--- src/rtl/sdrq_pkg.sv ---
`timescale 1ns / 1ps
package sdrq_pkg;

  localparam int SDRQ_DEPTH = 256;
  localparam int BYTE_W     = 8;
  localparam int CNT_W      = 8;

  localparam logic [CNT_W-1:0] RUN_LIMIT  = CNT_W'(200);
  localparam logic [CNT_W-1:0] TRIG_COUNT = CNT_W'(60);
  localparam logic [CNT_W-1:0] TRIG_AFTER = CNT_W'(61);

  typedef enum logic [2:0] {
    ACT_RX_PUSH  = 3'd0,
    ACT_RX_POP   = 3'd1,
    ACT_MARK     = 3'd2,
    ACT_REWIND   = 3'd3,
    ACT_TEST     = 3'd4,
    ACT_TX_PUSH  = 3'd5,
    ACT_TX_GROUP = 3'd6,
    ACT_TX_POP   = 3'd7
  } action_t;

  typedef struct packed {
    action_t           action;
    logic [BYTE_W-1:0] data_in;
    logic              group_first;
    logic              group_last;
  } in_req_t;

  typedef struct packed {
    logic [BYTE_W-1:0] data_out;
    logic              data_valid;
    logic              status_ok;
    logic              test_trigger;
    logic              drive_enable;
  } out_rsp_t;

endpackage

--- src/rtl/serial_dual_ring_queue_unit.sv ---
`timescale 1ns / 1ps
// The response strobe out_valid is high in the cycle after a request is taken.
// Throughput: one request per cycle while busy is low; both byte queues are 1R1W RAMs with registered read.
// Receiver cannot stall; each response is shown for exactly one cycle.
// Reset (rst_n, synchronous): pointers, count, flags and test byte clear; queue RAMs
// hold no reset value; busy is high for one cycle after reset release.
module serial_dual_ring_queue_unit import sdrq_pkg::*; #(
  parameter int QUEUE_DEPTH = SDRQ_DEPTH
) (
  input  logic              clk,
  input  logic              rst_n,
  input  logic              start,
  output logic              busy,
  input  in_req_t           in_req,
  output logic              out_valid,
  output out_rsp_t          out_rsp,
  input  logic              cfg_valid,
  output logic              cfg_ready,
  input  logic [BYTE_W-1:0] cfg_data
);

  localparam int PW = $clog2(QUEUE_DEPTH);

  logic              rx_we, tx_we;
  logic [PW-1:0]     rx_waddr, rx_raddr, tx_waddr, tx_raddr;
  logic [BYTE_W-1:0] rx_rdata, tx_rdata;

  sdrq_ctrl #(
    .QUEUE_DEPTH(QUEUE_DEPTH)
  ) u_ctrl (
    .clk      (clk),
    .rst_n    (rst_n),
    .start    (start),
    .busy     (busy),
    .in_req   (in_req),
    .out_valid(out_valid),
    .out_rsp  (out_rsp),
    .cfg_valid(cfg_valid),
    .cfg_ready(cfg_ready),
    .cfg_data (cfg_data),
    .rx_we    (rx_we),
    .rx_waddr (rx_waddr),
    .rx_raddr (rx_raddr),
    .rx_rdata (rx_rdata),
    .tx_we    (tx_we),
    .tx_waddr (tx_waddr),
    .tx_raddr (tx_raddr),
    .tx_rdata (tx_rdata)
  );

  sdrq_ram #(
    .WIDTH(BYTE_W),
    .DEPTH(QUEUE_DEPTH)
  ) u_rx_ram (
    .clk  (clk),
    .we   (rx_we),
    .waddr(rx_waddr),
    .wdata(in_req.data_in),
    .raddr(rx_raddr),
    .rdata(rx_rdata)
  );

  sdrq_ram #(
    .WIDTH(BYTE_W),
    .DEPTH(QUEUE_DEPTH)
  ) u_tx_ram (
    .clk  (clk),
    .we   (tx_we),
    .waddr(tx_waddr),
    .wdata(in_req.data_in),
    .raddr(tx_raddr),
    .rdata(tx_rdata)
  );

endmodule

--- src/rtl/sdrq_ram.sv ---
`timescale 1ns / 1ps
module sdrq_ram #(
  parameter int WIDTH = 8,
  parameter int DEPTH = 256
) (
  input  logic                     clk,
  input  logic                     we,
  input  logic [$clog2(DEPTH)-1:0] waddr,
  input  logic [WIDTH-1:0]         wdata,
  input  logic [$clog2(DEPTH)-1:0] raddr,
  output logic [WIDTH-1:0]         rdata
);

  logic [WIDTH-1:0] mem [DEPTH];
  logic [WIDTH-1:0] rdata_r;

  always_ff @(posedge clk) begin
    if (we) begin
      mem[waddr] <= wdata;
    end
    rdata_r <= mem[raddr];
  end

  assign rdata = rdata_r;

endmodule

--- src/rtl/sdrq_ctrl.sv ---
`timescale 1ns / 1ps
module sdrq_ctrl import sdrq_pkg::*; #(
  parameter int QUEUE_DEPTH = SDRQ_DEPTH
) (
  input  logic                           clk,
  input  logic                           rst_n,
  input  logic                           start,
  output logic                           busy,
  input  in_req_t                        in_req,
  output logic                           out_valid,
  output out_rsp_t                       out_rsp,
  input  logic                           cfg_valid,
  output logic                           cfg_ready,
  input  logic [BYTE_W-1:0]              cfg_data,
  output logic                           rx_we,
  output logic [$clog2(QUEUE_DEPTH)-1:0] rx_waddr,
  output logic [$clog2(QUEUE_DEPTH)-1:0] rx_raddr,
  input  logic [BYTE_W-1:0]              rx_rdata,
  output logic                           tx_we,
  output logic [$clog2(QUEUE_DEPTH)-1:0] tx_waddr,
  output logic [$clog2(QUEUE_DEPTH)-1:0] tx_raddr,
  input  logic [BYTE_W-1:0]              tx_rdata
);

  localparam int PW = $clog2(QUEUE_DEPTH);
  localparam logic [PW-1:0] LAST_SLOT = PW'(QUEUE_DEPTH - 1);

  function automatic logic [PW-1:0] next_slot(input logic [PW-1:0] p);
    next_slot = (p == LAST_SLOT) ? '0 : p + PW'(1);
  endfunction

  logic [PW-1:0]     rx_wp_r, rx_wp_nxt, rx_rp_r, rx_rp_nxt, rx_sp_r, rx_sp_nxt;
  logic [PW-1:0]     tx_wp_r, tx_wp_nxt, tx_rp_r, tx_rp_nxt, gs_r, gs_nxt;
  logic              gfail_r, gfail_nxt, drive_r, drive_nxt;
  logic [CNT_W-1:0]  cnt_r, cnt_nxt, cnt_base;
  logic [BYTE_W-1:0] cmd_r;
  logic              pend_r, pend_nxt, busy_r;
  logic              ovalid_r, dvalid_r, dvalid_nxt, sel_tx_r;
  logic              ok_r, ok_nxt, trig_r, trig_nxt;
  logic              acc, tx_full, fail_in, fail_out;
  logic [PW-1:0]     grp_start;

  assign acc       = start & ~busy_r;
  assign busy      = busy_r;
  assign cfg_ready = ~busy_r;
  assign tx_full   = (next_slot(tx_wp_r) == tx_rp_r);

  // count update of the previous rx pop, resolved from the read data
  always_comb begin
    cnt_base = cnt_r;
    if (pend_r) begin
      if (rx_rdata == cmd_r) begin
        cnt_base = (cnt_r >= RUN_LIMIT - CNT_W'(1)) ? RUN_LIMIT : cnt_r + CNT_W'(1);
      end else begin
        cnt_base = '0;
      end
    end
  end

  always_comb begin
    rx_wp_nxt  = rx_wp_r;
    rx_rp_nxt  = rx_rp_r;
    rx_sp_nxt  = rx_sp_r;
    tx_wp_nxt  = tx_wp_r;
    tx_rp_nxt  = tx_rp_r;
    gs_nxt     = gs_r;
    gfail_nxt  = gfail_r;
    drive_nxt  = drive_r;
    cnt_nxt    = cnt_base;
    pend_nxt   = 1'b0;
    dvalid_nxt = 1'b0;
    ok_nxt     = 1'b0;
    trig_nxt   = 1'b0;
    rx_we      = 1'b0;
    tx_we      = 1'b0;
    grp_start  = in_req.group_first ? tx_wp_r : gs_r;
    fail_in    = in_req.group_first ? 1'b0 : gfail_r;
    fail_out   = fail_in;
    if (acc) begin
      unique case (in_req.action)
        ACT_RX_PUSH: begin
          rx_we     = 1'b1;
          rx_wp_nxt = next_slot(rx_wp_r);
          ok_nxt    = 1'b1;
        end
        ACT_RX_POP: begin
          if (rx_rp_r != rx_wp_r) begin
            dvalid_nxt = 1'b1;
            pend_nxt   = 1'b1;
            rx_rp_nxt  = next_slot(rx_rp_r);
          end
        end
        ACT_MARK: begin
          rx_sp_nxt = rx_rp_r;
        end
        ACT_REWIND: begin
          rx_rp_nxt = rx_sp_r;
        end
        ACT_TEST: begin
          if (cnt_base == TRIG_COUNT) begin
            cnt_nxt  = TRIG_AFTER;
            trig_nxt = 1'b1;
          end
        end
        ACT_TX_PUSH: begin
          if (!tx_full) begin
            tx_we     = 1'b1;
            tx_wp_nxt = next_slot(tx_wp_r);
            ok_nxt    = 1'b1;
            drive_nxt = 1'b1;
          end
        end
        ACT_TX_GROUP: begin
          gs_nxt = grp_start;
          if (!fail_in) begin
            if (!tx_full) begin
              tx_we     = 1'b1;
              tx_wp_nxt = next_slot(tx_wp_r);
            end else begin
              tx_wp_nxt = grp_start;
              fail_out  = 1'b1;
            end
          end
          gfail_nxt = fail_out;
          ok_nxt    = ~fail_out;
          if (in_req.group_last && !fail_out) begin
            drive_nxt = 1'b1;
          end
        end
        ACT_TX_POP: begin
          if (tx_rp_r == tx_wp_r) begin
            drive_nxt = 1'b0;
          end else begin
            dvalid_nxt = 1'b1;
            tx_rp_nxt  = next_slot(tx_rp_r);
          end
        end
        default: begin
        end
      endcase
    end
  end

  assign rx_waddr = rx_wp_r;
  assign rx_raddr = rx_rp_r;
  assign tx_waddr = tx_wp_r;
  assign tx_raddr = tx_rp_r;

  always_ff @(posedge clk) begin
    if (!rst_n) begin
      rx_wp_r  <= '0;
      rx_rp_r  <= '0;
      rx_sp_r  <= '0;
      tx_wp_r  <= '0;
      tx_rp_r  <= '0;
      gs_r     <= '0;
      gfail_r  <= 1'b0;
      drive_r  <= 1'b0;
      cnt_r    <= '0;
      cmd_r    <= '0;
      pend_r   <= 1'b0;
      busy_r   <= 1'b1;
      ovalid_r <= 1'b0;
    end else begin
      rx_wp_r  <= rx_wp_nxt;
      rx_rp_r  <= rx_rp_nxt;
      rx_sp_r  <= rx_sp_nxt;
      tx_wp_r  <= tx_wp_nxt;
      tx_rp_r  <= tx_rp_nxt;
      gs_r     <= gs_nxt;
      gfail_r  <= gfail_nxt;
      drive_r  <= drive_nxt;
      cnt_r    <= cnt_nxt;
      pend_r   <= pend_nxt;
      busy_r   <= 1'b0;
      ovalid_r <= acc;
      if (cfg_valid && cfg_ready) begin
        cmd_r <= cfg_data;
      end
    end
  end

  always_ff @(posedge clk) begin
    if (acc) begin
      dvalid_r <= dvalid_nxt;
      sel_tx_r <= (in_req.action == ACT_TX_POP);
      ok_r     <= ok_nxt;
      trig_r   <= trig_nxt;
    end
  end

  assign out_valid            = ovalid_r;
  assign out_rsp.data_out     = dvalid_r ? (sel_tx_r ? tx_rdata : rx_rdata) : '0;
  assign out_rsp.data_valid   = dvalid_r;
  assign out_rsp.status_ok    = ok_r;
  assign out_rsp.test_trigger = trig_r;
  assign out_rsp.drive_enable = drive_r;

endmodule
--- config.mk ---
export PLATFORM = sky130hd
export DESIGN_NAME = serial_dual_ring_queue_unit
export DESIGN_NICKNAME = d
export VERILOG_FILES = /design/src/rtl/sdrq_pkg.sv /design/src/rtl/serial_dual_ring_queue_unit.sv /design/src/rtl/sdrq_ram.sv /design/src/rtl/sdrq_ctrl.sv
export SDC_FILE = /design/constraint.sdc
export NUM_CORES = 2
export LEC_CHECK = 0
export BUFFER_PORTS_ARGS = -buffer_cell sky130_fd_sc_hd__buf_2
export CAP_MARGIN = 25
export CORE_MARGIN = 2
export CORE_UTILIZATION = 30
export CTS_CLUSTER_SIZE = 40
export DETAILED_ROUTE_END_ITERATION = 12
export GPL_ROUTABILITY_DRIVEN = 0
export SETUP_SLACK_MARGIN = 0.2
export SYNTH_ARGS = -nofsm -noshare
export SYNTH_HDL_FRONTEND = slang
export SYNTH_SLANG_ARGS = --single-unit
--- constraint.sdc ---
create_clock -name clk -period 6.5 [get_ports clk]
set_input_delay 1.625 -clock clk [delete_from_list [all_inputs] [get_ports clk]]
set_output_delay 1.625 -clock clk [all_outputs]
set_load 0.05 [all_outputs]
# Word-level counts from Yosys, hierarchy flattened
# Memory sizes are Yosys's and may differ from the RTL's. A register that Yosys moved wholly into a read port is not among the register bits.
# Cells that the tools add are included.
# W data, S select, Z words.
dict set report classes {
  add_sub_neg 5
  order_cmp 1
  eq_ne 21
  n_mux 44
  bitwise 4
  reduce_logical 15
}
# cell count
set op_table {}
lappend op_table {{$mux W8} 17}
lappend op_table {{$add A8 B1 Y8 const B} 5}
lappend op_table {{$eq A8 B8 Y1 const B} 4}
lappend op_table {{$pmux W8 S2} 2}
lappend op_table {{$eq A8 B8 Y1} 3}
lappend op_table {{$mux W1} 21}
lappend op_table {{$eq A3 B3 Y1 const B} 4}
lappend op_table {{$reduce_and A3 Y1} 3}
lappend op_table {{$eq A8 B6 Y1 const B} 1}
lappend op_table {{$ge A8 B8 Y1 const B} 1}
lappend op_table {{$ne A8 B8 Y1} 1}
lappend op_table {{$eq A3 B2 Y1 const B} 2}
lappend op_table {{$ne A2 B1 Y1 const B} 3}
lappend op_table {{$pmux W1 S3} 2}
lappend op_table {{$reduce_and A2 Y1} 3}
lappend op_table {{$reduce_and A5 Y1} 1}
lappend op_table {{$ne A2 B2 Y1 const B} 2}
lappend op_table {{$pmux W1 S2} 2}
lappend op_table {{$reduce_and A4 Y1} 1}
lappend op_table {{$reduce_bool A2 Y1} 2}
lappend op_table {{$eq A3 B1 Y1 const B} 1}
lappend op_table {{$logic_not A3 Y1} 1}
lappend op_table {{$not A1 Y1} 3}
lappend op_table {{$reduce_bool A3 Y1} 1}
lappend op_table {{other kinds (3)} 4}
dict set report totals {
  register_bits 73
  ram_bits 4096
  input_bits 25
  out_inout_bits 15
  word_cells 109
  n_memories 2
}
# memory depth word_bits read_ports rd_ports_with_merged_regs wr line
set mem_list {}
lappend mem_list {u_rx_ram.mem 256 8 1 1 1 sdrq_ram.sv:14} ;# logic [WIDTH-1:0] mem [DEPTH];
lappend mem_list {u_tx_ram.mem 256 8 1 1 1 sdrq_ram.sv:14}

# Logic depth before layout (Yosys ltp)
dict set report logic_depth {
  depth_word 11
  depth_mapped 13
  ltp_nobuf 10
}

# Modules after synthesis
# From an unflattened synthesis, not the netlist that was laid out.
dict set report unflattened {
  cells_unflattened 8000
  area_unflattened_um2 163431.7
}
# module n_inst cells_each area_per_inst_um2 seq_area_each_um2
set modules_own_cells {}
lappend modules_own_cells {sdrq_ram 2 3733 79556.3 61659.1}
lappend modules_own_cells {sdrq_ctrl 1 534 4319.1 1501.4}

# Least setup slack after synthesis
# Ideal clock, no wire load.
dict set report synth_path {
  kind {input port to flip-flop}
  from {input in_req[12] (netlist bit)}
  to {memory u_rx_ram.mem[104][0], enable pin}
  setup_time_ns 0.370
  t_arrival_ns 3.530
  required_ns 6.130
  path_slack_ns 2.600
  stages 7
  n_path_buf 2
  cell_sequence {clkbuf_1 nor2_1 nand2_1 nor3b_1 nand2_1 clkbuf_1 nor2_1}
}
dict set report synth_between {
  elab_chain_len 5
}
# item line
set synth_lines {}
lappend synth_lines {{from (decl)} serial_dual_ring_queue_unit.sv:14} ;# input in_req_t in_req,
lappend synth_lines {{$logic_not A3 Y1} sdrq_ctrl.sv:80} ;# unique case (in_req.action)
lappend synth_lines {{$mux W1} sdrq_ctrl.sv:80}
lappend synth_lines {{$mux W1} sdrq_ctrl.sv:79} ;# if (acc) begin
lappend synth_lines {{$mux W1} sdrq_ram.sv:18} ;# if (we) begin
lappend synth_lines {{$mux W1 (not written as such)} sdrq_ram.sv:19} ;# mem[waddr] <= wdata;
lappend synth_lines {{to (decl)} sdrq_ram.sv:14}
# Every way passes these cells.

# Worst setup path after layout
dict set report layout_path {
  from {register u_ctrl.tx_wp_r[1], in the netlist u_ctrl.tx_waddr[1]}
  to {memory u_tx_ram.mem[142][5], enable pin}
}
dict set report layout_between {
  elab_chain_len 9
  word_cells_on_any_way 10
  cone_classes {add/sub: 1; eq/ne: 2; mux: 7}
}
# item line
set layout_lines {}
lappend layout_lines {{from (decl)} sdrq_ctrl.sv:33} ;# logic [PW-1:0] tx_wp_r, tx_wp_nxt, tx_rp_r, tx_rp_nxt, gs_r, gs_nxt;
lappend layout_lines {{from (signal assigned)} sdrq_ctrl.sv:168} ;# tx_wp_r <= tx_wp_nxt;
lappend layout_lines {{$add A8 B1 Y8 / $eq A8 B8 Y1 (equally long branches)} sdrq_ctrl.sv:29} ;# next_slot = (p == LAST_SLOT) ? '0 : p + PW'(1);
lappend layout_lines {{$mux W8} sdrq_ctrl.sv:29}
lappend layout_lines {{$eq A8 B8 Y1} sdrq_ctrl.sv:46} ;# assign tx_full = (next_slot(tx_wp_r) == tx_rp_r);
lappend layout_lines {{$mux W1} {sdrq_ctrl.sv:106, sdrq_ctrl.sv:116}}
lappend layout_lines {{$mux W1} sdrq_ctrl.sv:115} ;# if (!fail_in) begin
lappend layout_lines {{$pmux W1 S2} sdrq_ctrl.sv:80}
lappend layout_lines {{$mux W1} sdrq_ctrl.sv:79}
lappend layout_lines {{$mux W1} sdrq_ram.sv:18}
lappend layout_lines {{$mux W1 (not written as such)} sdrq_ram.sv:19}
lappend layout_lines {{to (decl)} sdrq_ram.sv:14}
# Several ways; a longest one is shown, not always the timed one.

==> metrics.md <==
| Metric | Value |
|---|---|
| Max cap viols | 0 |
| Initial antenna violation count | 21 |
| Critical path data required time | 7.04 ns |
| Gr usage total | between 10 and 15% |
| Core box area | 540000 um^2 |
| Die area | between 500000 and 600000 um^2 |
| Cells after DPL | 14100 |
| CP Capture Type | register |
| Post-route clock period utilization | between 80 and 90% |
| WL/cell | 27.2 um |
| Total grt overflow | 0 |
| Via Count | about 76000 |
| Final setup fails | 0 |
| RSZ-0062 raised after global routing | no |
| Max VDD drop | between 0.0002 and 0.0003 V |
| Actual slew at the worst max-slew pin | approximately 1.2 ns |
| Hold Path Class | reg -> reg |
| CTS H-tree depth | 5 |
| Post-CTS setup buffers | 0 |
| Post-cts sizing count | 0 |
| Synthesized area | between 150000 and 200000 um^2 |
| DR vias/cell | a little over 5 |
| Setup Slack @ Placement | around 0.61 ns |
| Largest net degree at the start of global routing | 154 |
| Area Overhead vs Synth | 13.8% |
| Clock Latency Late Sink | approximately 0.95 ns |
| Vias in the first global route | approximately 77000 |
| CTS Hold Bufs | 0 |
| Number of nets in the layout | ~7300 |
| Final wirelength | ~400000 um |
| Share of cells above drive strength 1 | roughly 28% |
| Post-route setup slack | 1.00 ns |
| Syn. warnings | 0 |
| Starting DRT DRC Count | 9665 |
| Post-synthesis async set-or-reset flop share | 0% |
| CTS tree | done |
| DRC errors left | 0 |
| Hold Vio Cnt, Final | 0 |
| CTS clk-pin slew, worst paths | approximately 0.06 ns |
| WHS | between 0.4 and 0.5 ns |
| HPWL Detailed | between 200000 and 250000 um |
| Status | finished, final reports clean |
| Final Max Slew Viols | 0 |
| CP Class | reg -> reg |
| 1st-pass router iterations | 6 |
| Tmin final | between 5 and 6 ns |
| P per Cell Area | between 200 and 300 nW/um^2 |
| Initial Util | between 30% and 40% |
| Syn avg cell area | 22.9 um^2 |
| Synth Net Count | a little over 7000 |
| Worst path arrival time | between 6 and 7 ns |
| I/O pins | 40 |
| PortBufs | 39 |
| Normalized max-slew margin | 19.9% |
| Pwr Total | ~54 mW |
| Clock buffer count from CTS | between 300 and 400 |
| Die Y | about 740 um |
| CTS sink count | around 4200 |
| Sequential area share after synthesis | between 70% and 80% |
| Skew final | approximately 0.063 ns |
| Clock Tree Buf Depth | 4 |
| Synthesized instance count | between 7000 and 8000 |
| Flops & latches, synth | about 4200 |
| Synth Flop Type | edfxtp_1 |
| Setup TNS | 0 ns |
| Die outline width | 740 um |
| Number of distinct library cells after synthesis | 65 |
| Non-Filler Instances | 14800 |
| Lkg Pwr | approximately 54 nW |
| First-pass GRT wire length | 579000 um |
| ANT nets after route | 0 |
| Post-synth EDFFs | 4100 |
| # rows | 270 |
| Clock root cell | clkbuf_16 |
| CP startpoint kind | register |
| CP max FO | 11 |
| Fmax | around 0.18 GHz |
==> where the power goes <==
| group | internal (mW) | switching [mW] | total, mW |
|---|---|---|---|
| Combinational | 0.283 | 0.768 | 1.05 |
| Clock | 13.2 | 9.99 | 23.2 |
| Sequential | 29.6 | 0.0347 | 29.6 |
| Total | 43.1 | 10.8 | 53.9 |
==> registers in the layout, indices dropped and copies added, names as in the netlist, 8 cells and up <==
name,flops
u_ctrl.cmd_r,8
u_ctrl.cnt_r,8
u_ctrl.gs_r,8
u_ctrl.rx_raddr,8
u_ctrl.rx_sp_r,8
u_ctrl.rx_waddr,8
u_ctrl.tx_raddr,8
u_ctrl.tx_waddr,8
u_rx_ram.mem,2048
u_rx_ram.rdata,8
u_tx_ram.mem,2048
u_tx_ram.rdata,8
==> path summary, 6_finish.rpt <==
| check | start | to | slack (ns) | cells after the start |
|---|---|---|---|---|
| hold / removal | u_ctrl.gs_r[1]$_SDFFE_PN0P_ | u_ctrl.gs_r[1]$_SDFFE_PN0P_ | 0.46 | 2 |
| hold reg to reg | u_ctrl.gs_r[1]$_SDFFE_PN0P_ | u_ctrl.gs_r[1]$_SDFFE_PN0P_ | 0.46 | 2 |
| setup reg to reg | u_ctrl.tx_waddr[1]$_SDFFE_PN0P_ | u_tx_ram.mem[142][5]$_DFFE_PP_ | 1.00 | 11 |
| setup / recovery | u_ctrl.tx_waddr[1]$_SDFFE_PN0P_ | u_tx_ram.mem[142][5]$_DFFE_PP_ | 1.00 | 11 |
==> cell usage after synthesis (5+ instances only) <==
master       n  share of area, %
nand4_1     10             0.039
dfxtp_1     85               1.0
inv_1       16             0.037
o21ai_0     25             0.077
buf_1       46              0.11
buf_2      153              0.47
nand2_1    108              0.25
nor2_1     588               1.4
a31oi_1      9             0.035
clkbuf_1   215              0.50
nor2b_1     24             0.092
a22oi_1     22              0.10
nand3_2      8             0.049
xnor2_1     19              0.10
a21oi_1     52              0.16
nand2b_1     9             0.035
mux2i_1     43              0.26
a22o_1       5             0.027
or2_2        6             0.023
o221a_2      5             0.035
and3_1      20             0.077
nor4_1       5             0.019
mux4_2    1324                18
xor2_1      18             0.097
nor3_1      14             0.043
buf_4       14             0.065
edfxtp_1  4100                76
buf_6        5             0.035
o221ai_1    10             0.054
nand3_1     52              0.16
and2_1       8             0.031
ha_1        11             0.085
a311oi_1     5             0.027
a211oi_1    11             0.051
==> placed cells by master (no fill, tap or decap), types with 12 or more instances in the layout <==
cell / synthesis / routed
clkbuf_8: 0 / 16
xor2_1: 18 / 18
edfxtp_1: 4100 / 4100
clkinv_2: 0 / 72
inv_1: 16 / 15
clkbuf_1: 215 / 69
xnor2_1: 19 / 19
a22oi_1: 22 / 22
nor2_1: 588 / 588
clkinv_1: 0 / 62
a21oi_1: 52 / 52
nand2_1: 108 / 105
nand3_2: 8 / 12
nor3_1: 14 / 14
mux2i_1: 43 / 43
nor2b_1: 24 / 24
buf_2: 153 / 31
buf_4: 14 / 103
and3_1: 20 / 20
mux4_2: 1324 / 1324
clkinvlp_4: 0 / 24
buf_12: 0 / 53
dfxtp_1: 85 / 75
clkbuf_16: 0 / 396
bufinv_16: 0 / 45
o21ai_0: 25 / 25
nand3_1: 52 / 48
==> metrics by stage <==
stage / area, um^2 / utilization (%)
3_5_place_dp: 172000 / 31.8
3_3_place_gp: 172000 / 31.8
6_report: 185000 / 34.2
4_1_cts: 185000 / 34.2
2_1_floorplan: 162000 / -
5_1_grt: 185000 / 34.2
==> layer usage <==
layer | up-vias | track usage [%] | part of all wire, %
li1 | 30400 | - | -
met1 | 41100 | 20.2 | 42
met2 | 3534 | 22.6 | 47
met3 | 546 | 3.42 | 9.1
met4 | 12 | 3.09 | 2.2
met5 | - | 0 | 0.097
==> cell families (layout without fill, tap and decap cells) <==
kind of cell | after synthesis | count (layout) | synth area share, %
AO/OA/AOI/OAI | 182 | 182 | 0.770
multiplexers | 1371 | 1371 | 18.7
flip-flops | 4185 | 4185 | 76.8
AND/OR/NAND/NOR | 863 | 863 | 2.23
other | 0 | 4 | 0
adder cells (fa/ha/maj) | 11 | 11 | 0.0847
XOR/XNOR | 37 | 37 | 0.200
buffers and inverters | 453 | 941 | 1.22
==> worst max-delay path, stage by stage (launching register included) <==
cell       delay [ns]
dfxtp_1          0.58
ha_1             0.54
nand3_1          0.32
o2111ai_1        0.31
o311ai_1         0.17
o2111a_1         0.25
and2_1           0.19
buf_4            0.18
a211oi_4         0.58
nand4_1          0.81
buf_4            0.53
nor2_1           0.62
==> area by class of cell <==
cell class,count,area [um^2]
Fill cell,49600,355000
Sequential cell,4185,125000
Multi-Input combinational cell,2464,35700
Clock buffer,481,10400
Tap cell,7208,9020
Clock inverter,233,2480
Timing Repair Buffer,207,2380
Inverter,20,82.6
Antenna cell,4,10.0
Note: power is estimated with default switching activity, not from simulation.
